--- config.mk ---
export PLATFORM = sky130hd
export DESIGN_NAME = csdc_front
export DESIGN_NICKNAME = d
export VERILOG_FILES = /design/src/hdl/csdc_pkg.sv /design/src/hdl/csdc_front.sv
export SDC_FILE = /design/constraint.sdc
export NUM_CORES = 2
export LEC_CHECK = 0
export ABC_AREA = 0
export BUFFER_PORTS_ARGS = -buffer_cell sky130_fd_sc_hd__buf_2
export CORE_MARGIN = 5
export CORE_UTILIZATION = 44
export CTS_CLUSTER_SIZE = 24
export DETAILED_ROUTE_END_ITERATION = 10
export PLACE_DENSITY_LB_ADDON = 0.15
export SYNTH_ARGS = -nofsm -noshare
export SYNTH_HDL_FRONTEND = slang
export SYNTH_SLANG_ARGS = --single-unit
export TNS_END_PERCENT = 5
--- constraint.sdc ---
create_clock -name clk_i -period 20.3 [get_ports clk_i]
set_clock_uncertainty 0.05 [all_clocks]
set_input_delay 2.03 -clock clk_i [delete_from_list [all_inputs] [get_ports clk_i]]
set_output_delay 2.03 -clock clk_i [all_outputs]
set_load 0.1 [all_outputs]
--- src/hdl/csdc_pkg.sv ---
// shared constants, band table and stage record types for the divider calculator
package csdc_pkg;

  localparam int unsigned FreqW  = 32;
  localparam int unsigned XtalW  = 26;
  localparam int unsigned PpbW   = 18;
  localparam int unsigned MW     = 11;
  localparam int unsigned RW     = 3;
  localparam int unsigned IntW   = 8;
  localparam int unsigned NumW   = 20;
  localparam int unsigned P1W    = 18;
  localparam int unsigned P2W    = 20;
  localparam int unsigned CfgIdxW = 1;
  localparam int unsigned CfgDataW = 26;

  localparam logic [CfgIdxW-1:0] CfgXtal = 1'b0;
  localparam logic [CfgIdxW-1:0] CfgPpb  = 1'b1;

  localparam logic [XtalW-1:0] XtalReset = 26'd25000000;
  localparam logic [FreqW-1:0] FreqMin   = 32'd1500;
  localparam logic [FreqW-1:0] FreqMax   = 32'd280000000;
  localparam logic [NumW-1:0]  FracDen   = 20'hFFFFF;
  localparam logic [31:0]      PpbScale  = 32'd1000000000;

  // quotient bits of vco / xtal (vco < 2^32)
  localparam int unsigned QaW = 32;
  // bits of the fraction quotient, remainder*c/xtal < 2^20
  localparam int unsigned QbW = 20;
  // bits of k = mag*2^31/1e9, mag <= 2^17 gives k < 2^28
  localparam int unsigned KW  = 28;
  localparam int unsigned DivStages = QaW + QbW;

  function automatic logic [3:0] band_of(input logic [FreqW-1:0] f);
    logic [3:0] b;
    b = 4'd15;
    if      (f >= 32'd150000001) b = 4'd0;
    else if (f >= 32'd63000000)  b = 4'd1;
    else if (f >= 32'd27500000)  b = 4'd2;
    else if (f >= 32'd13000000)  b = 4'd3;
    else if (f >= 32'd6500000)   b = 4'd4;
    else if (f >= 32'd3000000)   b = 4'd5;
    else if (f >= 32'd1500000)   b = 4'd6;
    else if (f >= 32'd700000)    b = 4'd7;
    else if (f >= 32'd330000)    b = 4'd8;
    else if (f >= 32'd150000)    b = 4'd9;
    else if (f >= 32'd67000)     b = 4'd10;
    else if (f >= 32'd30300)     b = 4'd11;
    else if (f >= 32'd14000)     b = 4'd12;
    else if (f >= 32'd7000)      b = 4'd13;
    else if (f >= 32'd3500)      b = 4'd14;
    return b;
  endfunction

  function automatic logic [MW-1:0] band_m(input logic [3:0] b);
    logic [MW-1:0] m;
    case (b)
      4'd0:    m = 11'd4;
      4'd1:    m = 11'd6;
      4'd2:    m = 11'd14;
      4'd3:    m = 11'd30;
      4'd4:    m = 11'd62;
      4'd5:    m = 11'd126;
      4'd6:    m = 11'd280;
      4'd7:    m = 11'd600;
      4'd8:    m = 11'd1280;
      4'd9:    m = 11'd1300;
      4'd10:   m = 11'd1500;
      4'd11:   m = 11'd1600;
      default: m = 11'd1800;
    endcase
    return m;
  endfunction

  function automatic logic [RW-1:0] band_r(input logic [3:0] b);
    logic [RW-1:0] r;
    if (b >= 4'd9) r = 3'(b - 4'd8);
    else           r = '0;
    return r;
  endfunction

  // per-item record in the front section
  typedef struct packed {
    logic [FreqW-1:0] freq;
    logic [MW-1:0]    m;
    logic [RW-1:0]    r;
  } front_t;

  // per-item record travelling through the divider
  typedef struct packed {
    logic [FreqW-1:0] vco;
    logic [MW-1:0]    m;
    logic [RW-1:0]    r;
    logic [XtalW-1:0] xtal;
    logic [QaW-1:0]   qa;
    logic [QbW-1:0]   qb;
    logic [52:0]      rem;
    logic [52:0]      num;
  } div_t;

endpackage

--- src/hdl/csdc_front.sv ---
// correction, clamp, band pick and vco multiply, seven stages
module csdc_front (
  input  logic                            clk_i,
  input  logic                            rst_ni,
  input  logic                            en_i,
  input  logic                            valid_i,
  input  logic [csdc_pkg::FreqW-1:0]      freq_i,
  input  logic [csdc_pkg::KW-1:0]         k_i,
  input  logic                            neg_i,
  output logic                            valid_o,
  output logic [csdc_pkg::FreqW-1:0]      vco_o,
  output logic [csdc_pkg::MW-1:0]         m_o,
  output logic [csdc_pkg::RW-1:0]         r_o
);

  logic [6:0] v_q;
  logic [csdc_pkg::FreqW-1:0] fa_q, fb_q, fc_q;
  logic [csdc_pkg::FreqW-1:0] f0_q;
  logic [59:0] p_q;
  logic n_q;
  logic [csdc_pkg::FreqW-1:0] f1_q;
  csdc_pkg::front_t s2_q;
  logic [csdc_pkg::FreqW-1:0] vco_q;
  logic [csdc_pkg::MW-1:0] m3_q;
  logic [csdc_pkg::RW-1:0] r3_q;

  logic [59:0] p_d;
  logic [csdc_pkg::FreqW-1:0] delta, sum, clamped;
  logic [3:0] band;
  logic [42:0] prod;

  assign p_d = 60'(k_i) * 60'(fc_q);
  // floor of signed product / 2^31
  assign delta = n_q ? 32'((p_q + 60'h7FFFFFFF) >> 31) : 32'(p_q >> 31);
  assign sum = n_q ? f0_q - delta : f0_q + delta;
  assign clamped = (f1_q < csdc_pkg::FreqMin) ? csdc_pkg::FreqMin :
                   (f1_q > csdc_pkg::FreqMax) ? csdc_pkg::FreqMax : f1_q;
  assign band = csdc_pkg::band_of(clamped);
  assign prod = 43'(s2_q.freq) * 43'(s2_q.m);

  // valid pipe
  always_ff @(posedge clk_i or negedge rst_ni) begin
    if (!rst_ni) begin
      v_q <= '0;
    end else if (en_i) begin
      v_q <= {v_q[5:0], valid_i};
    end
  end

  // data stages; the first three carry the frequency while the ppb scale settles
  always_ff @(posedge clk_i) begin
    if (en_i) begin
      fa_q <= freq_i;
      fb_q <= fa_q;
      fc_q <= fb_q;
      f0_q <= fc_q;
      p_q  <= p_d;
      n_q  <= neg_i;
      f1_q <= sum;
      s2_q.freq <= clamped;
      s2_q.m    <= csdc_pkg::band_m(band);
      s2_q.r    <= csdc_pkg::band_r(band);
      vco_q <= 32'(prod) << s2_q.r;
      m3_q  <= s2_q.m;
      r3_q  <= s2_q.r;
    end
  end

  assign valid_o = v_q[6];
  assign vco_o   = vco_q;
  assign m_o     = m3_q;
  assign r_o     = r3_q;

endmodule

Word-level counts from Yosys, hierarchy flattened. Memories as Yosys holds them, arrays and structs flattened. A register that Yosys moved wholly into a read port is not among the register bits. Cells that the tools add are included.

Memory bits (read-only): 160. Memories kept: 1. Bits in registers: 320. Output and inout port bits: 47. Bits of input ports: 65.

Muxes and demuxes: 19. Shift operators: 1. Magnitude comparators: 18. Multipliers: 2. Add/subtract/negate cells: 4.

Memories: (no name shown) (words 16, width 10, rd ports 1, clocked after Yosys merged registers in 1, wr ports 0, RTL line csdc_pkg.sv:56) `case (b)`.

Operator list (number): 32-bit 2-to-1 mux (3); 60-bit by 31-bit adder with 60-bit output (second input constant) (1); 28-bit by 32-bit multiplier with 60-bit output (1); 32-bit by 29-bit adder with 32-bit output (1); 32-bit by 12-bit >= comparator with 1-bit output (second input constant) (1); 32-bit by 13-bit >= comparator with 1-bit output (second input constant) (1); 32-bit by 14-bit >= comparator with 1-bit output (second input constant) (1); 32-bit by 15-bit >= comparator with 1-bit output (second input constant) (1); 32-bit by 17-bit >= comparator with 1-bit output (second input constant) (1); 32-bit by 18-bit >= comparator with 1-bit output (second input constant) (1); 32-bit by 19-bit >= comparator with 1-bit output (second input constant) (1); 32-bit by 20-bit >= comparator with 1-bit output (second input constant) (1); 32-bit by 21-bit >= comparator with 1-bit output (second input constant) (1); 32-bit by 22-bit >= comparator with 1-bit output (second input constant) (1); 32-bit by 23-bit >= comparator with 1-bit output (second input constant) (1); 32-bit by 24-bit >= comparator with 1-bit output (second input constant) (1); 32-bit by 25-bit >= comparator with 1-bit output (second input constant) (1); 32-bit by 26-bit >= comparator with 1-bit output (second input constant) (1); 32-bit by 28-bit >= comparator with 1-bit output (second input constant) (1); 32-bit by 29-bit greater-than comparator with 1-bit output (second input constant) (1); 32-bit by 11-bit less-than comparator with 1-bit output (second input constant) (1); 32-bit by 11-bit multiplier with 32-bit output (1); 4-bit 2-to-1 mux (8); 32-bit by 3-bit left shift with 32-bit output (1); 7 further kinds (11).

Longest topological paths before layout.
Depth in word-level cells: 20. Gate-level depth with buffers: 28. Mapped depth without buffers: 26.

Worst setup path after synthesis. No wires, ideal clock.

Kind: input-to-reg. From: input k_i[18] (netlist bit). To: register p_q[54], data pin. Stages: 25. Required time: 19984 ps. Path slack: 11248 ps. Data arrival time: 8736 ps. Path through: buf_1 nand2_1 fa_1 inv_1 fa_1 inv_1 fa_1 inv_1 fa_1 inv_1 fa_1 fa_1 inv_1 fa_1 ha_1 a21o_1 a21oi_1 o21ai_0 a311oi_1 o221ai_1 o31ai_1 o21ai_0 a31oi_1 o21bai_1 xor2_1.

Word-level cells in the longest chain between the ends: 1.

RTL lines: start, declared (RTL line csdc_front.sv:8) `input logic [csdc_pkg::KW-1:0] k_i,`; 28-bit by 32-bit multiplier with 60-bit output (RTL line csdc_front.sv:32) `assign p_d = 60'(k_i) * 60'(fc_q);`; named net p_d[54] (RTL line csdc_front.sv:27) `logic [59:0] p_d;`; end signal, assigned (RTL line csdc_front.sv:57) `p_q <= p_d;`; end, declared (RTL line csdc_front.sv:19) `logic [59:0] p_q;`.

The timed path passes the listed nets, and every way through them passes these cells. A chain may end at the register's enable or synchronous reset.

Final worst setup path.
From: input k_i[6] (netlist bit). To: register p_q[27], data pin.

Same word-level chain as after synthesis.

==> impl_summary.md <==
Status
The run finished with clean final reports.

Clock network
The number of clock buffers added by TritonCTS is 40. The clock latency on the worst-skew pair is 0.63 ns. The maximum buffer depth of the clock tree is 3.

The clock tree root driver cell is clkbuf_16. The clock input transition at the sequential cells of the worst setup and hold paths is roughly 0.06 ns. The buffer count from post-CTS setup fixing is 0.

The count of instances resized after the clock tree is built is 0. For this design, the CTS-stage hold fixing added 0 buffers. The clock tree synthesis step divided the H-tree into 2 levels. For this design, the sink count on the clock tree is 316. The clock tree from TritonCTS is yes.

STA
For the final routed database, the setup TNS stands at 0 ns. The worst path needs 9.60 ns of the cycle, external delays included. The number of max-slew violations in the final report came to 0. Derived from the worst setup path, the maximum achievable clock frequency is 104 MHz. The final-report setup violation count is 0.

The pin slew with the least headroom to its limit is 0.996 ns. The post-route clock period utilization is a little under half. The final number of hold-violating endpoints is 0. Setup repair after global routing left no endpoint under its margin. The headroom to the max-slew limit is 33.6%.

Place
The routability congestion estimate from global placement is 0.878. The count of input and output buffers is between 100 and 150. After legalization and detailed placement, the total HPWL measured 104000 µm.

Cells and area
The number of nets in the final layout is 6607. The relative area change from synthesis to final layout is 6.13%. The post-route netlist has 5.23% of its cells at a drive strength greater than 1.

The number of filler instances in the final layout is 11000.

Detailed routing
The detail-routed net length per standard cell is 20.6 µm. After detailed routing, the number of remaining DRC violations is 0. The final routed wirelength across all metal layers is 140000 µm. The final antenna-violating net count is 0.

The via density per instance is 5.34. The via count is around 36000. In this run, the number of DRC markers left after iteration 0 of detailed routing was 2161.

The detailed-router iteration count before antenna repair is 5.

Floorplan
The die is 350 µm tall. The standard-cell row count is between 100 and 150. The number of placed I/O pins is approximately 110. The horizontal extent of the die is 350 µm.

The full die area is 123000 µm². The core region is between 100000 and 150000 µm². The initial utilization of the core area, before any placement, comes to 44.5%.

Run
The tool flagged a number of max-cap violations equal to 0.

Synthesis
Dividing the synthesized area by the synthesized cell count gives 9.56 µm². The adder-cell area share of the yosys netlist is 46.0%. The synthesized netlist cell count is 5333. Counting flops with a built-in enable in the synthesized netlist gives approximately 310. The post-synthesis instance area is 51000 µm². Of the total synthesized cell area, the portion taken by AND, OR, NAND and NOR gates is 15.6%.

The synthesized design spends more area on one cell type than any other, namely fa_1. The proportion of synthesized chip area in sequential cells is 18.5%. The combinational family with the most area after synthesis is adder cells. Summing the areas of all compound-gate instances in the mapped netlist gives 6.36% of the synthesized area.

The parity-gate share of the synthesized area counting xor and xnor cells is 2.64%. The flip-flop and latch count after synthesis is between 300 and 400. Ranked by instance count, the synthesized netlist is headed by 1026 x inv_1, 969 x fa_1, 958 x nand2_1, 365 x and2_1, 322 x ha_1. The count of yosys warnings during synthesis is 0.

Of all flip-flops after synthesis, the portion carrying an async set or reset was between 2 and 2.5%. The most used flip-flop cell after synthesis is edfxtp_1. After synthesis, the largest area contributor takes up 38.1% of total cell area. The mux cell area share after synthesis is 1.16%. In this run, distinct cell masters in the synthesized netlist total a little under 90. By area the synthesized netlist is led by fa_1 38%, edfxtp_1 18%, ha_1 7.9%.

The most frequent cell after synthesis is inv_1.

GRT
The first global-routing pass estimated 224000 µm of wire. The total global routing track utilization is 23.4%. The pin count of the biggest net entering global routing is 75. The initial antenna violation count is 5.

The via count of the first global-routing pass is ~39000. The total grt overflow is 0.

Worst setup path
The critical path launch point type is a primary input. The worst setup path is of the in2reg kind. STA classifies the critical path endpoint as a flip-flop.

The required time at the endpoint of the critical path is 20.66 ns. The data arrival at the endpoint of the critical path is approximately 10 ns. Of all nets on the critical path, the largest fanout is 32.

Worst hold path
The class of the most critical hold timing path is reg2reg.
==> sequential cells by signal, summed over array words and instances, names as in the netlist <==
register / cells
v_q: 7
r_o: 3
fb_q: 32
f1_q: 32
s2_q: 44
fc_q: 32
n_q: 1
p_q: 60
f0_q: 32
m_o: 10
vco_o: 31
fa_q: 32
==> final cells by class <==
| cell class | instances | area [µm²] | area share (%) |
|---|---|---|---|
| Multi-Input combinational cell | 3701 | 36600 | 67.6 |
| Sequential cell | 316 | 9450 | 17.5 |
| Inverter | 1028 | 3860 | 7.13 |
| Tap cell | 1512 | 1890 | 3.50 |
| Clock buffer | 41 | 1000 | 1.86 |
| Timing Repair Buffer | 164 | 968 | 1.79 |
| Clock inverter | 31 | 350 | 0.648 |
| Antenna cell | 1 | 2.50 | 0.00463 |
==> final timing paths <==
check / depth (start not counted) / start / slack [ns] / to
worst min-delay path: 0 / fb_q[8] / 0.36 / fc_q[8]
worst max-delay path: 23 / k_i[6] / 10.70 / p_q[27]
min in group asynchronous: 1 / rst_ni / 1.20 / v_q[0]
worst max register to register: 23 / fc_q[7] / 11.58 / p_q[54]
max in group asynchronous: 1 / rst_ni / 18.85 / v_q[3]
worst min register to register: 0 / fb_q[8] / 0.36 / fc_q[8]
==> metal layers <==
| layer | GRT usage [%] | part of all wire (%) | vias up | wire length (µm) |
|---|---|---|---|---|
| met2 | 41.0 | 50 | 988 | 69600 |
| met4 | 7.13 | 3.4 | 2 | 4730 |
| met1 | 30.8 | 42 | 18800 | 58000 |
| met3 | 2.78 | 5.2 | 222 | 7300 |
| met5 | 0 | 0.0093 | - | 13 |
| li1 | - | - | 16300 | - |
==> cell usage in the layout (no fill, tap or decap), types with 10 or more instances in the layout <==
cell type / instances
o21ai_0: 92
inv_1: 1026
xnor2_1: 103
ha_1: 322
buf_2: 108
nand2b_1: 21
clkbuf_16: 40
o21bai_1: 15
nand4_1: 22
or3_1: 16
nand2_1: 958
o211ai_1: 13
a211oi_1: 15
mux2_2: 19
nor3_1: 37
fa_1: 969
a21o_1: 57
xor2_1: 48
and2_1: 365
o2111ai_1: 10
and3_1: 25
mux2i_1: 33
nand3_1: 44
a21oi_1: 140
nor2_1: 139
o21a_1: 28
buf_4: 55
nor2b_1: 14
nor4_1: 21
edfxtp_1: 309
a31oi_1: 25
==> kinds of logic (layout without fill, tap and decap cells) <==
family,Yosys count,count (layout)
compound gates,491,491
xor+xnor,152,152
fa+ha+maj,1291,1291
buf+inv,1319,1264
flops,316,316
mux,54,54
other cells,1,5
simple gates,1709,1709
==> worst max-delay path: stages <==
cell and delay, ns:
buf_2 0.70, nand2_1 0.19, fa_1 0.57, inv_1 0.05
fa_1 0.39, fa_1 0.51, fa_1 0.55, inv_1 0.05
fa_1 0.49, inv_1 0.04, ha_1 0.27, inv_1 0.05
fa_1 0.53, inv_1 0.04, ha_1 0.36, a2111o_1 0.45
o2111ai_1 0.69, a21boi_0 0.26, o21ai_0 0.24, a21boi_0 0.28
o31ai_1 0.39, or4b_2 0.62, o311ai_0 0.13
==> stage by stage <==
| stage | setup slack, ns | cells | cell area (µm²) | util (%) | hold slack, ns |
|---|---|---|---|---|---|
| finish | 10.70 | 6794 | 54100 | 47.2 | 0.363 |
| global route | 10.32 | 6793 | 54100 | 47.2 | 0.369 |
| CTS | 10.75 | 6793 | 54100 | 47.2 | 0.367 |
| detailed placement | 10.14 | 6721 | 52700 | 46.0 | 0.355 |
| global placement | 10.27 | 6721 | 52700 | 46.0 | 0.351 |
| floorplan | 11.25 | 5336 | 51000 | - | 0.350 |
Power is left out: the tool's default activity adds up to more than one toggle a clock period on the data nets, which glitch-free logic cannot reach.
