--- src/hdl/csdc_pkg.sv ---
// shared constants, band table and stage record types for the divider calculator
package csdc_pkg;

  localparam int unsigned FreqW  = 32;
  localparam int unsigned XtalW  = 26;
  localparam int unsigned PpbW   = 18;
  localparam int unsigned MW     = 11;
  localparam int unsigned RW     = 3;
  localparam int unsigned IntW   = 8;
  localparam int unsigned NumW   = 20;
  localparam int unsigned P1W    = 18;
  localparam int unsigned P2W    = 20;
  localparam int unsigned CfgIdxW = 1;
  localparam int unsigned CfgDataW = 26;

  localparam logic [CfgIdxW-1:0] CfgXtal = 1'b0;
  localparam logic [CfgIdxW-1:0] CfgPpb  = 1'b1;

  localparam logic [XtalW-1:0] XtalReset = 26'd25000000;
  localparam logic [FreqW-1:0] FreqMin   = 32'd1500;
  localparam logic [FreqW-1:0] FreqMax   = 32'd280000000;
  localparam logic [NumW-1:0]  FracDen   = 20'hFFFFF;
  localparam logic [31:0]      PpbScale  = 32'd1000000000;

  // quotient bits of vco / xtal (vco < 2^32)
  localparam int unsigned QaW = 32;
  // bits of the fraction quotient, remainder*c/xtal < 2^20
  localparam int unsigned QbW = 20;
  // bits of k = mag*2^31/1e9, mag <= 2^17 gives k < 2^28
  localparam int unsigned KW  = 28;
  localparam int unsigned DivStages = QaW + QbW;

  function automatic logic [3:0] band_of(input logic [FreqW-1:0] f);
    logic [3:0] b;
    b = 4'd15;
    if      (f >= 32'd150000001) b = 4'd0;
    else if (f >= 32'd63000000)  b = 4'd1;
    else if (f >= 32'd27500000)  b = 4'd2;
    else if (f >= 32'd13000000)  b = 4'd3;
    else if (f >= 32'd6500000)   b = 4'd4;
    else if (f >= 32'd3000000)   b = 4'd5;
    else if (f >= 32'd1500000)   b = 4'd6;
    else if (f >= 32'd700000)    b = 4'd7;
    else if (f >= 32'd330000)    b = 4'd8;
    else if (f >= 32'd150000)    b = 4'd9;
    else if (f >= 32'd67000)     b = 4'd10;
    else if (f >= 32'd30300)     b = 4'd11;
    else if (f >= 32'd14000)     b = 4'd12;
    else if (f >= 32'd7000)      b = 4'd13;
    else if (f >= 32'd3500)      b = 4'd14;
    return b;
  endfunction

  function automatic logic [MW-1:0] band_m(input logic [3:0] b);
    logic [MW-1:0] m;
    case (b)
      4'd0:    m = 11'd4;
      4'd1:    m = 11'd6;
      4'd2:    m = 11'd14;
      4'd3:    m = 11'd30;
      4'd4:    m = 11'd62;
      4'd5:    m = 11'd126;
      4'd6:    m = 11'd280;
      4'd7:    m = 11'd600;
      4'd8:    m = 11'd1280;
      4'd9:    m = 11'd1300;
      4'd10:   m = 11'd1500;
      4'd11:   m = 11'd1600;
      default: m = 11'd1800;
    endcase
    return m;
  endfunction

  function automatic logic [RW-1:0] band_r(input logic [3:0] b);
    logic [RW-1:0] r;
    if (b >= 4'd9) r = 3'(b - 4'd8);
    else           r = '0;
    return r;
  endfunction

  // per-item record in the front section
  typedef struct packed {
    logic [FreqW-1:0] freq;
    logic [MW-1:0]    m;
    logic [RW-1:0]    r;
  } front_t;

  // per-item record travelling through the divider
  typedef struct packed {
    logic [FreqW-1:0] vco;
    logic [MW-1:0]    m;
    logic [RW-1:0]    r;
    logic [XtalW-1:0] xtal;
    logic [QaW-1:0]   qa;
    logic [QbW-1:0]   qb;
    logic [52:0]      rem;
    logic [52:0]      num;
  } div_t;

endpackage

--- src/hdl/csdc_words.sv ---
// P1/P2 word forming and output register
module csdc_words (
  input  logic                            clk_i,
  input  logic                            rst_ni,
  input  logic                            en_i,
  input  logic                            valid_i,
  input  csdc_pkg::div_t                  res_i,
  output logic                            valid_o,
  output logic [csdc_pkg::FreqW-1:0]      vco_o,
  output logic [csdc_pkg::MW-1:0]         m_o,
  output logic [csdc_pkg::RW-1:0]         r_o,
  output logic [csdc_pkg::IntW-1:0]       a_o,
  output logic [csdc_pkg::NumW-1:0]       b_o,
  output logic [csdc_pkg::P1W-1:0]        p1_o,
  output logic [csdc_pkg::P2W-1:0]        p2_o
);

  logic v_q;
  logic [csdc_pkg::FreqW-1:0] vco_q;
  logic [csdc_pkg::MW-1:0] m_q;
  logic [csdc_pkg::RW-1:0] r_q;
  logic [csdc_pkg::IntW-1:0] a_q;
  logic [csdc_pkg::NumW-1:0] b_q;
  logic [csdc_pkg::P1W-1:0] p1_q;
  logic [csdc_pkg::P2W-1:0] p2_q;

  logic [26:0] b128;
  logic [6:0]  dd;
  logic [26:0] cdd;

  // 128b/c with b <= c-1: quotient < 128, found by a shift-add identity
  always_comb begin
    b128 = {res_i.qb, 7'd0};
    // floor(x/(2^20-1)) = (x + (x>>20) + 1) >> 20 for x < 2^40 - 1
    dd   = 7'((27'(b128) + 27'(b128 >> 20) + 27'd1) >> 20);
    cdd  = 27'(dd) * 27'(csdc_pkg::FracDen);
  end

  always_ff @(posedge clk_i or negedge rst_ni) begin
    if (!rst_ni) begin
      v_q <= 1'b0;
    end else if (en_i) begin
      v_q <= valid_i;
    end
  end

  always_ff @(posedge clk_i) begin
    if (en_i) begin
      vco_q <= res_i.vco;
      m_q   <= res_i.m;
      r_q   <= res_i.r;
      a_q   <= res_i.qa[csdc_pkg::IntW-1:0];
      b_q   <= res_i.qb;
      p1_q  <= 18'({res_i.qa[10:0], 7'd0}) + 18'(dd) - 18'd512;
      p2_q  <= 20'(b128 - cdd);
    end
  end

  assign valid_o = v_q;
  assign vco_o = vco_q;
  assign m_o   = m_q;
  assign r_o   = r_q;
  assign a_o   = a_q;
  assign b_o   = b_q;
  assign p1_o  = p1_q;
  assign p2_o  = p2_q;

endmodule

--- config.mk ---
export PLATFORM = sky130hd
export DESIGN_NAME = csdc_words
export DESIGN_NICKNAME = d
export VERILOG_FILES = /design/src/hdl/csdc_pkg.sv /design/src/hdl/csdc_words.sv
export SDC_FILE = /design/constraint.sdc
export NUM_CORES = 1
export LEC_CHECK = 0
export CAP_MARGIN = 30
export CELL_PAD_IN_SITES_DETAIL_PLACEMENT = 1
export CELL_PAD_IN_SITES_GLOBAL_PLACEMENT = 1
export CORE_ASPECT_RATIO = 0.6
export CORE_MARGIN = 2
export CORE_UTILIZATION = 27
export CTS_CLUSTER_SIZE = 25
export DETAILED_ROUTE_END_ITERATION = 16
export DONT_BUFFER_PORTS = 1
export PLACE_DENSITY_LB_ADDON = 0.1
export SKIP_CTS_REPAIR_TIMING = 1
export SLEW_MARGIN = 5
export SYNTH_ARGS = -nofsm -noshare
export SYNTH_HDL_FRONTEND = slang
export SYNTH_SLANG_ARGS = --single-unit
--- constraint.sdc ---
create_clock -name clk_i -period 1.03 [get_ports clk_i]
set_clock_uncertainty 0.05 [all_clocks]
set_input_delay 0.2575 -clock clk_i [delete_from_list [all_inputs] [get_ports clk_i]]
set_output_delay 0.2575 -clock clk_i [all_outputs]
set_load 0.01 [all_outputs]
## Yosys cells after proc, flatten, opt, wreduce, memory -nomap -nowiden

Index checks and enable logic that the tools add are counted.

| cells by class | value |
|---|---|
| $add $sub $neg | 5 |
| $mul | 1 |
| divide/modulo/power cells | 0 |
| order comparisons | 0 |
| equality and inequality tests | 0 |
| shift-type cells | 0 |
| muxes and demuxes | 0 |
| bitwise operators | 0 |
| reduce and logical (&&, ||, !) cells | 0 |

Operators with widths:

| kind | count |
|---|---|
| adder 27 x 1 -> 27 bit, second input constant | 1 |
| adder 27 x 7 -> 27 bit | 1 |
| multiplier 7 x 20 -> 20 bit, second input constant | 1 |
| subtractor 20 bit | 1 |
| adder 18 x 7 -> 18 bit | 1 |
| subtractor 18 x 10 -> 18 bit, second input constant | 1 |

| storage, ports and cells | value |
|---|---|
| register bits | 113 |
| latch bits | 0 |
| memory bits (writable) | 0 |
| bits in read-only memories | 0 |
| bits of input ports | 234 |
| output and inout port bits | 113 |
| memories | 0 |

## Depth between registers and ports, before layout

Gate-level depths: netlist of run 1.

| logic depth | value |
|---|---|
| depth in word-level cells | 4 |
| mapped depth | 20 |
| depth with buffers taken out | 19 |

## Least setup slack after synthesis of run 1

No wires, ideal clock.

| path | value |
|---|---|
| path type | input-to-reg |
| start | input port res_i[115] in the netlist's numbering |
| end | register p2_q, in the netlist p2_o[18] (data pin) |
| setup time | 0.174 ns |
| data arrival time | 5.030 ns |
| path slack | -4.225 ns |
| cell stages on the path | 16 |
| buffers on the path | 0 |
| path through | nand4_1 nor3_1 nand2_1 and2_1 fa_1 fa_1 inv_1 fa_1 inv_1 fa_1 inv_1 ha_1 a21o_1 or4_4 a21o_1 a311oi_1 |

| on the way | value |
|---|---|
| longest elaborated chain between the ends | 4 |

RTL lines:

| what | RTL line | RTL |
|---|---|---|
| start, declared | csdc_words.sv:7 | `input csdc_pkg::div_t res_i,` |
| adder 27 x 7 -> 27 bit | csdc_words.sv:35 | `dd = 7'((27'(b128) + 27'(b128 >> 20) + 27'd1) >> 20);` |
| adder 27 x 1 -> 27 bit | csdc_words.sv:35 |  |
| named net dd[4] | csdc_words.sv:28 | `logic [6:0] dd;` |
| multiplier 7 x 20 -> 20 bit | csdc_words.sv:36 | `cdd = 27'(dd) * 27'(csdc_pkg::FracDen);` |
| subtractor 20 bit | csdc_words.sv:55 | `p2_q <= 20'(b128 - cdd);` |
| end signal, assigned | csdc_words.sv:55 |  |
| end, declared | csdc_words.sv:25 | `logic [csdc_pkg::P2W-1:0] p2_q;` |

The timed path passes the listed nets, and every way through them passes these cells.
A chain may end at the register's enable or synchronous reset.

## Worst setup path in the final report of run 1

| path | value |
|---|---|
| start | input port res_i[113] in the netlist's numbering |
| end | register p2_q, in the netlist p2_o[17] (data pin) |

Same word-level chain as after synthesis.

==> results of run 1 <==
-- final timing paths --
check,start,end,slack [ns]
worst max-delay path,res_i[113],p2_o[17],-3.63
worst min-delay path,en_i,p1_o[17],-0.04
worst max register to register,valid_o,valid_o,0.18
worst min register to register,valid_o,valid_o,0.55
max in group asynchronous,rst_ni,valid_o,0.78
min in group asynchronous,rst_ni,valid_o,0.05
-- flip-flops by register name (all words and copies together) (netlist names) --
name / count
vco_o: 32
r_o: 3
p1_o: 16
b_o: 20
a_o: 8
p2_o: 17
m_o: 11
valid_o: 1
-- routing by layer --
metal / vias to the layer above / share of wire, %
li1: 1700 / -
met1: 1869 / 45
met2: 93 / 49
met3: 16 / 4.1
met4: 0 / 1.6
met5: - / 0
-- power by group through the flow --
| stage | clock (W) | combinational [W] | sequential, W |
|---|---|---|---|
| after floorplan | 0 | 0.0125 | 0.00684 |
| after detailed placement | 0 | 0.0188 | 0.00704 |
| after CTS | 0.00359 | 0.0191 | 0.00695 |
| after global routing | 0.00373 | 0.0225 | 0.00699 |
| after global placement | 0 | 0.0187 | 0.00706 |
| final | 0.00345 | 0.0203 | 0.00690 |
-- critical path: cells and delay by family --
family	cells	cell delay [ns]
fa+ha+maj	5	2.30
compound gates	4	1.01
buf+inv	7	0.66
simple gates	4	0.49
-- cell type report --
type                            instances  area (um^2)  area share, %
Timing Repair Buffer                  161         1450           17.6
Clock buffer                           10          229           2.78
Tap cell                              279          349           4.24
Multi-Input combinational cell        206         2580           31.4
Clock inverter                          6         61.3          0.745
Sequential cell                       108         3240           39.4
Inverter                               83          315           3.83
-- placed cells by master, fill, tap and decap left out, drive strengths merged, types with 3 or more instances in the layout --
cell,netlist,routed
dlygate4sd3,0,76
o21ai,5,5
ha,28,28
clkbuf,2,10
nor3,7,7
buf,5,85
nand3,5,5
nand2,11,11
and2,10,10
o21a,3,3
fa,46,46
edfxtp,107,107
inv,83,83
xnor2,17,17
clkinv,0,4
a21oi,13,13
xor2,9,9
nor2,7,7
a31oi,3,3
nand4,6,6
a21o,11,11
-- cell families after synthesis --
group | after synthesis | share of synthesized area, %
AND/OR/NAND/NOR | 57 | 5.37
AO/OA/AOI/OAI | 48 | 5.91
flip-flops | 108 | 56.3
buffers and inverters | 90 | 6.20
multiplexers | 1 | 0.196
adder cells (fa/ha/maj) | 74 | 22.1
XOR/XNOR | 26 | 3.96
-- through the flow --
step,TNS [ns],utilization [%]
6_report,-62.30,39.2
5_1_grt,-70.72,39.2
4_1_cts,-69.14,34.6
3_5_place_dp,-66.95,33.2
3_3_place_gp,-65.75,33.2
2_1_floorplan,-53.63,-
==> run metrics, run 1 <==
status finished with violations; violated checks negative hold slack, negative setup slack; switching pwr 0.0121 W; commonest cells in the netlist edfxtp_1 (107), inv_1 (83), fa_1 (46), ha_1 (28), xnor2_1 (17); VDD IR max 1560 uV; DRT iter0 DRCs ~110; CP startpoint kind primary input; Crit-path slowest cell fa_2; PwrDens ~3700 nW/um^2; fraction of layout cells with a size suffix above 1 30.1%; Max-Cap Viols 0; Reg power frac between 20% and 30%; Most Used Layer, Global Route met2; routed vias/inst 4.31; synth unique cells 43; worst hold slack -0.0374 ns; Worst Path Required around 1.1 ns; Clk Latency, worst-skew pair ~0.35 ns; wirelength, routed roughly 17000 um; total CTS buffers 9; CTS H-Tree Depth 3; clk root buf clkbuf_16; fin crit period roughly 4.7 ns; Synth Flop Type edfxtp_1; detailed-placement wirelength estimate roughly 13000 um; number of synthesized flops with an enable pin about 110; Inst Count DP 754; Hold Path Class in -> reg; Residual DRC 0; clock group share of total power approximately 11%; #FFs+latches synth between 100 and 150; count of final hold-check violations 28; largest net degree at the start of global routing between 100 and 150; GRT met1 Usage 19.1%; Worst-Margin Slew about 0.46 ns; Max Slew Vio Count 0; mean area per synthesized cell between 10 and 15 um^2; Avg WL per Cell between 15 and 20 um; R2R cell count 1; Combinational Power Share about two thirds; clock-pin slew on the worst setup and hold paths about 0.070 ns; Sw Ratio about two fifths; number of global-route vias before repair about 3800; Seq/Total Area, Yosys ~56%; Int Pwr around 0.019 W; DP Area 6970 um^2; global-route wire length before repair around 24000 um; IO buf count 0; CP cell instances nand4_1 > nor3_2 > nand2_2 > buf_4 > and2_4 > inv_2 > fa_2 > inv_2 > fa_2 > clkinvlp_4 > buf_4 > fa_1 > inv_1 > fa_1 > inv_2 > ha_4 > a21o_1 > a211oi_4 > o21bai_4 > a211o_1; Synth Instances 404; crit end category register; CP Max Fanout 6; Die Span Y roughly 120 um; Crit Path Class in -> reg; area share of the largest cell type after synthesis a little under three fifths; Power Total approximately 0.03 W; Final setup viols about 140; synthesized area between 5000 and 6000 um^2; CTS tree done; post-synth top area cell edfxtp_1; worst hold stages 0; filler cell count in the final layout 2218; chip width around 190 um; M2 GR Usage 26.5%; placer congestion estimate approximately 0.76; FP Rows between 40 and 50; RSZ-0062 raised after global routing yes; Synth warnings 0; pre-CTS WS -4.21 ns; Max Freq approximately 210 MHz; CP most frequent cell inv_2; static leakage between 3 and 4 nW; area delta synth->final 43.0%; clk sink count 108; GRT Util Overall 15.3%; Placeable Area between 20000 and 25000 um^2; final worst-path setup slack -3.63 ns; vias approximately 3700; DR pass1 iterations 4; non-filler instance count after layout between 800 and 900; Max transition margin ~69%; Worst EP arrival 4.72 ns; most frequent cell after synthesis edfxtp_1; DRT antenna net count 0; Initial Util a little over a quarter; global route total overflow 0; Die Area approximately 23000 um^2; slowest stage delay, CP between 0.5 and 0.6 ns; asr flop ratio synth less than 1%; final period utilization 453%; Clock Tree Buf Depth 2; dominant cells by area after synthesis edfxtp_1 (56%), fa_1 (16%), ha_1 (6.1%), inv_1 (5.4%), xnor2_1 (2.6%); syn nets between 700 and 800; # diodes 0; initial antenna violation count 0; Ports between 300 and 400; post-route cell area roughly 8200 um^2; grt met3 use under 10%; fin nets a little under 900
No activity file was read; power rests on OpenSTA's default activity.
==> inputs of run 2 (changes only) <==
CORE_AREA = 2 2 136 138   (was not set)
CORE_ASPECT_RATIO = not set   (was 0.6)
CORE_MARGIN = not set   (was 2)
CORE_UTILIZATION = not set   (was 27)
DIE_AREA = 0 0 138 140   (was not set)
PLACE_DENSITY = 0.54   (was not set)
PLACE_DENSITY_LB_ADDON = not set   (was 0.1)
==> run 2 against run 1 <==
Effect of this change:
- the flow still finishes with violations (negative hold slack, negative setup slack)
- power is 3.0% higher
- global-route usage increased by 1.1 points
- cell count shrank 6.3%
- sequential power rose by 0.6%
- utilization grew 7.4 points
- critical path depth shrank 1
- combinational power grew 4%
- clock power about the same
- die area shrank 14%
- via count increased by 0.16%
==> run metrics, run 2 (synthesis results as in run 1) <==
status finished with violations (unchanged); violated checks negative hold slack, negative setup slack (unchanged); Crit-path slowest cell fa_2 (unchanged); vias 3684 (was 3678); switching pwr 0.0122 W (was 0.0121 W); DRT antenna net count 0 (unchanged); routed vias/inst 4.61 (was 4.31); PwrDens 3810 nW/um^2 (was 3720 nW/um^2); Max Freq 217 MHz (was 215 MHz); Max Slew Vio Count 0 (unchanged); worst hold slack -0.0404 ns (was -0.0374 ns); DP Area 6860 um^2 (was 6970 um^2); Max transition margin 74.1% (was 69.0%); fin util 46.6% (was 39.2%); Ports 347 (unchanged); DR pass1 iterations 4 (unchanged); Residual DRC 0 (unchanged); CP Max Fanout 7 (was 6); Power Total 0.0315 W (was 0.0306 W); pre-CTS WS -4.18 ns (was -4.21 ns); static leakage 3.35 nW (was 3.29 nW); Clock Tree Buf Depth 2 (unchanged); Die Span Y 140 um (was 117 um); detailed-placement wirelength estimate 12100 um (was 13200 um); IO buf count 0 (unchanged); register area 3240 um^2 (unchanged); total CTS buffers 9 (unchanged); placer congestion estimate 0.823 (was 0.757); Worst-Margin Slew 0.388 ns (was 0.464 ns); Int Pwr 0.0193 W (was 0.0185 W); VDD IR max 2360 uV (was 1560 uV); CTS tree done (unchanged); crit path buf inv count 5 (was 7); Max-Cap Viols 0 (unchanged); Multi-input gate area 2680 um^2 (was 2580 um^2); Hold Path Class in -> reg (unchanged); Crit Path Class in -> reg (unchanged); Sw Ratio 38.7% (was 39.5%); clk root buf clkbuf_16 (unchanged); chip width 138 um (was 192 um); FP Rows 49 (was 41); largest net degree at the start of global routing 109 (unchanged); fin nets 874 (was 877); Combinational Power Share 67.1% (was 66.2%); CTS H-Tree Depth 3 (unchanged); # diodes 0 (unchanged); Clk Latency, worst-skew pair 0.35 ns (about the same); RSZ-0062 raised after global routing yes (unchanged); crit end category register (unchanged); fin crit period 4.61 ns (was 4.66 ns); clock-pin slew on the worst setup and hold paths 0.07 ns (about the same); area delta synth->final 43.9% (was 43.0%); Avg WL per Cell 19.9 um (was 19.8 um); global route total overflow 0 (unchanged); post-route cell area 8280 um^2 (was 8230 um^2); max reg flops 32 (unchanged); final period utilization 447% (was 453%); CP startpoint kind primary input (unchanged); final worst-path setup slack -3.58 ns (was -3.63 ns); Initial Util 32.4% (was 27.4%); Placeable Area 17800 um^2 (was 21000 um^2); Die Area 19300 um^2 (was 22500 um^2); slowest stage delay, CP 0.59 ns (was 0.58 ns); Worst Path Required 1.09 ns (about the same); Worst EP arrival 4.67 ns (was 4.72 ns); Reg power frac 22.0% (was 22.5%); count of final hold-check violations 19 (was 28); DRT iter0 DRCs 145 (was 105); highest-count cells in the layout ignoring fill and taps edfxtp_1 (107), dlygate4sd3_1 (76), buf_4 (68), inv_1 (66), fa_1 (43) (was edfxtp_1 (107), dlygate4sd3_1 (76), buf_4 (76), inv_1 (72), fa_1 (44)); clock group share of total power 10.9% (was 11.3%); GRT Util Overall 16.4% (was 15.3%); initial antenna violation count 0 (unchanged); fraction of layout cells with a size suffix above 1 32.1% (was 30.1%); global-route wire length before repair 23500 um (was 24300 um); clk sink count 108 (unchanged); CP top delay family adder cells (unchanged); filler cell count in the final layout 1787 (was 2218); number of global-route vias before repair 3798 (was 3839); most common cell after layout, fill and taps aside edfxtp_1 (unchanged); Final setup viols 133 (was 135); CP cell instances nand4_1 > nor3_4 > nand2_4 > and2_4 > fa_2 > fa_2 > clkinvlp_4 > buf_12 > buf_6 > fa_1 > inv_1 > fa_1 > inv_2 > ha_4 > a21oi_4 > a21oi_2 > a211oi_4 > o21bai_4 > a211o_1 (was nand4_1 > nor3_2 > nand2_2 > buf_4 > and2_4 > inv_2 > fa_2 > inv_2 > fa_2 > clkinvlp_4 > buf_4 > fa_1 > inv_1 > fa_1 > inv_2 > ha_4 > a21o_1 > a211oi_4 > o21bai_4 > a211o_1); wirelength, routed 15900 um (was 16900 um)
[run 2: metrics by stage]
stage / setup TNS [ns] / instances
final: -60.27 / 799
after floorplan: -53.63 / 404
after detailed placement: -65.32 / 696
after global routing: -66.75 / 799
after CTS: -66.91 / 711
after global placement: -63.13 / 696
[run 2: path summary, 6_finish.rpt]
kind / from / to / slack (ns) / cells after the start
min in group asynchronous: rst_ni / valid_o / 0.06 / 1
min reg2reg: valid_o / valid_o / 0.54 / 1
max reg2reg: valid_o / valid_o / 0.19 / 1
min: en_i / vco_o[12] / -0.04 / 0
max: res_i[118] / p2_o[17] / -3.58 / 19
max in group asynchronous: rst_ni / valid_o / 0.77 / 1
[run 2: layer usage]
layer  GRT usage (%)  up-vias  wire, um
li1                -     1703         -
met4            4.67        0       186
met2            26.8      106      7780
met3            8.79       12      1630
met5               0        -         0
met1            18.7     1863      6320
[run 2: cell type report]
cell class | instances | share of cell area [%]
clock buffers | 10 | 2.77
clock inverters | 5 | 0.725
inverters | 83 | 3.81
multi-input cells | 206 | 32.4
flip-flops and latches | 108 | 39.1
well taps | 229 | 3.46
repair buffers | 158 | 17.7
[run 2: power by group through the flow]
stage | sequential [W] | combinational (W) | clock [W]
finish | 0.00694 | 0.0212 | 0.00343
floorplan | 0.00684 | 0.0125 | 0
detailed placement | 0.00707 | 0.0186 | 0
CTS | 0.00698 | 0.0187 | 0.00355
global placement | 0.00708 | 0.0180 | 0
global route | 0.00702 | 0.0236 | 0.00370
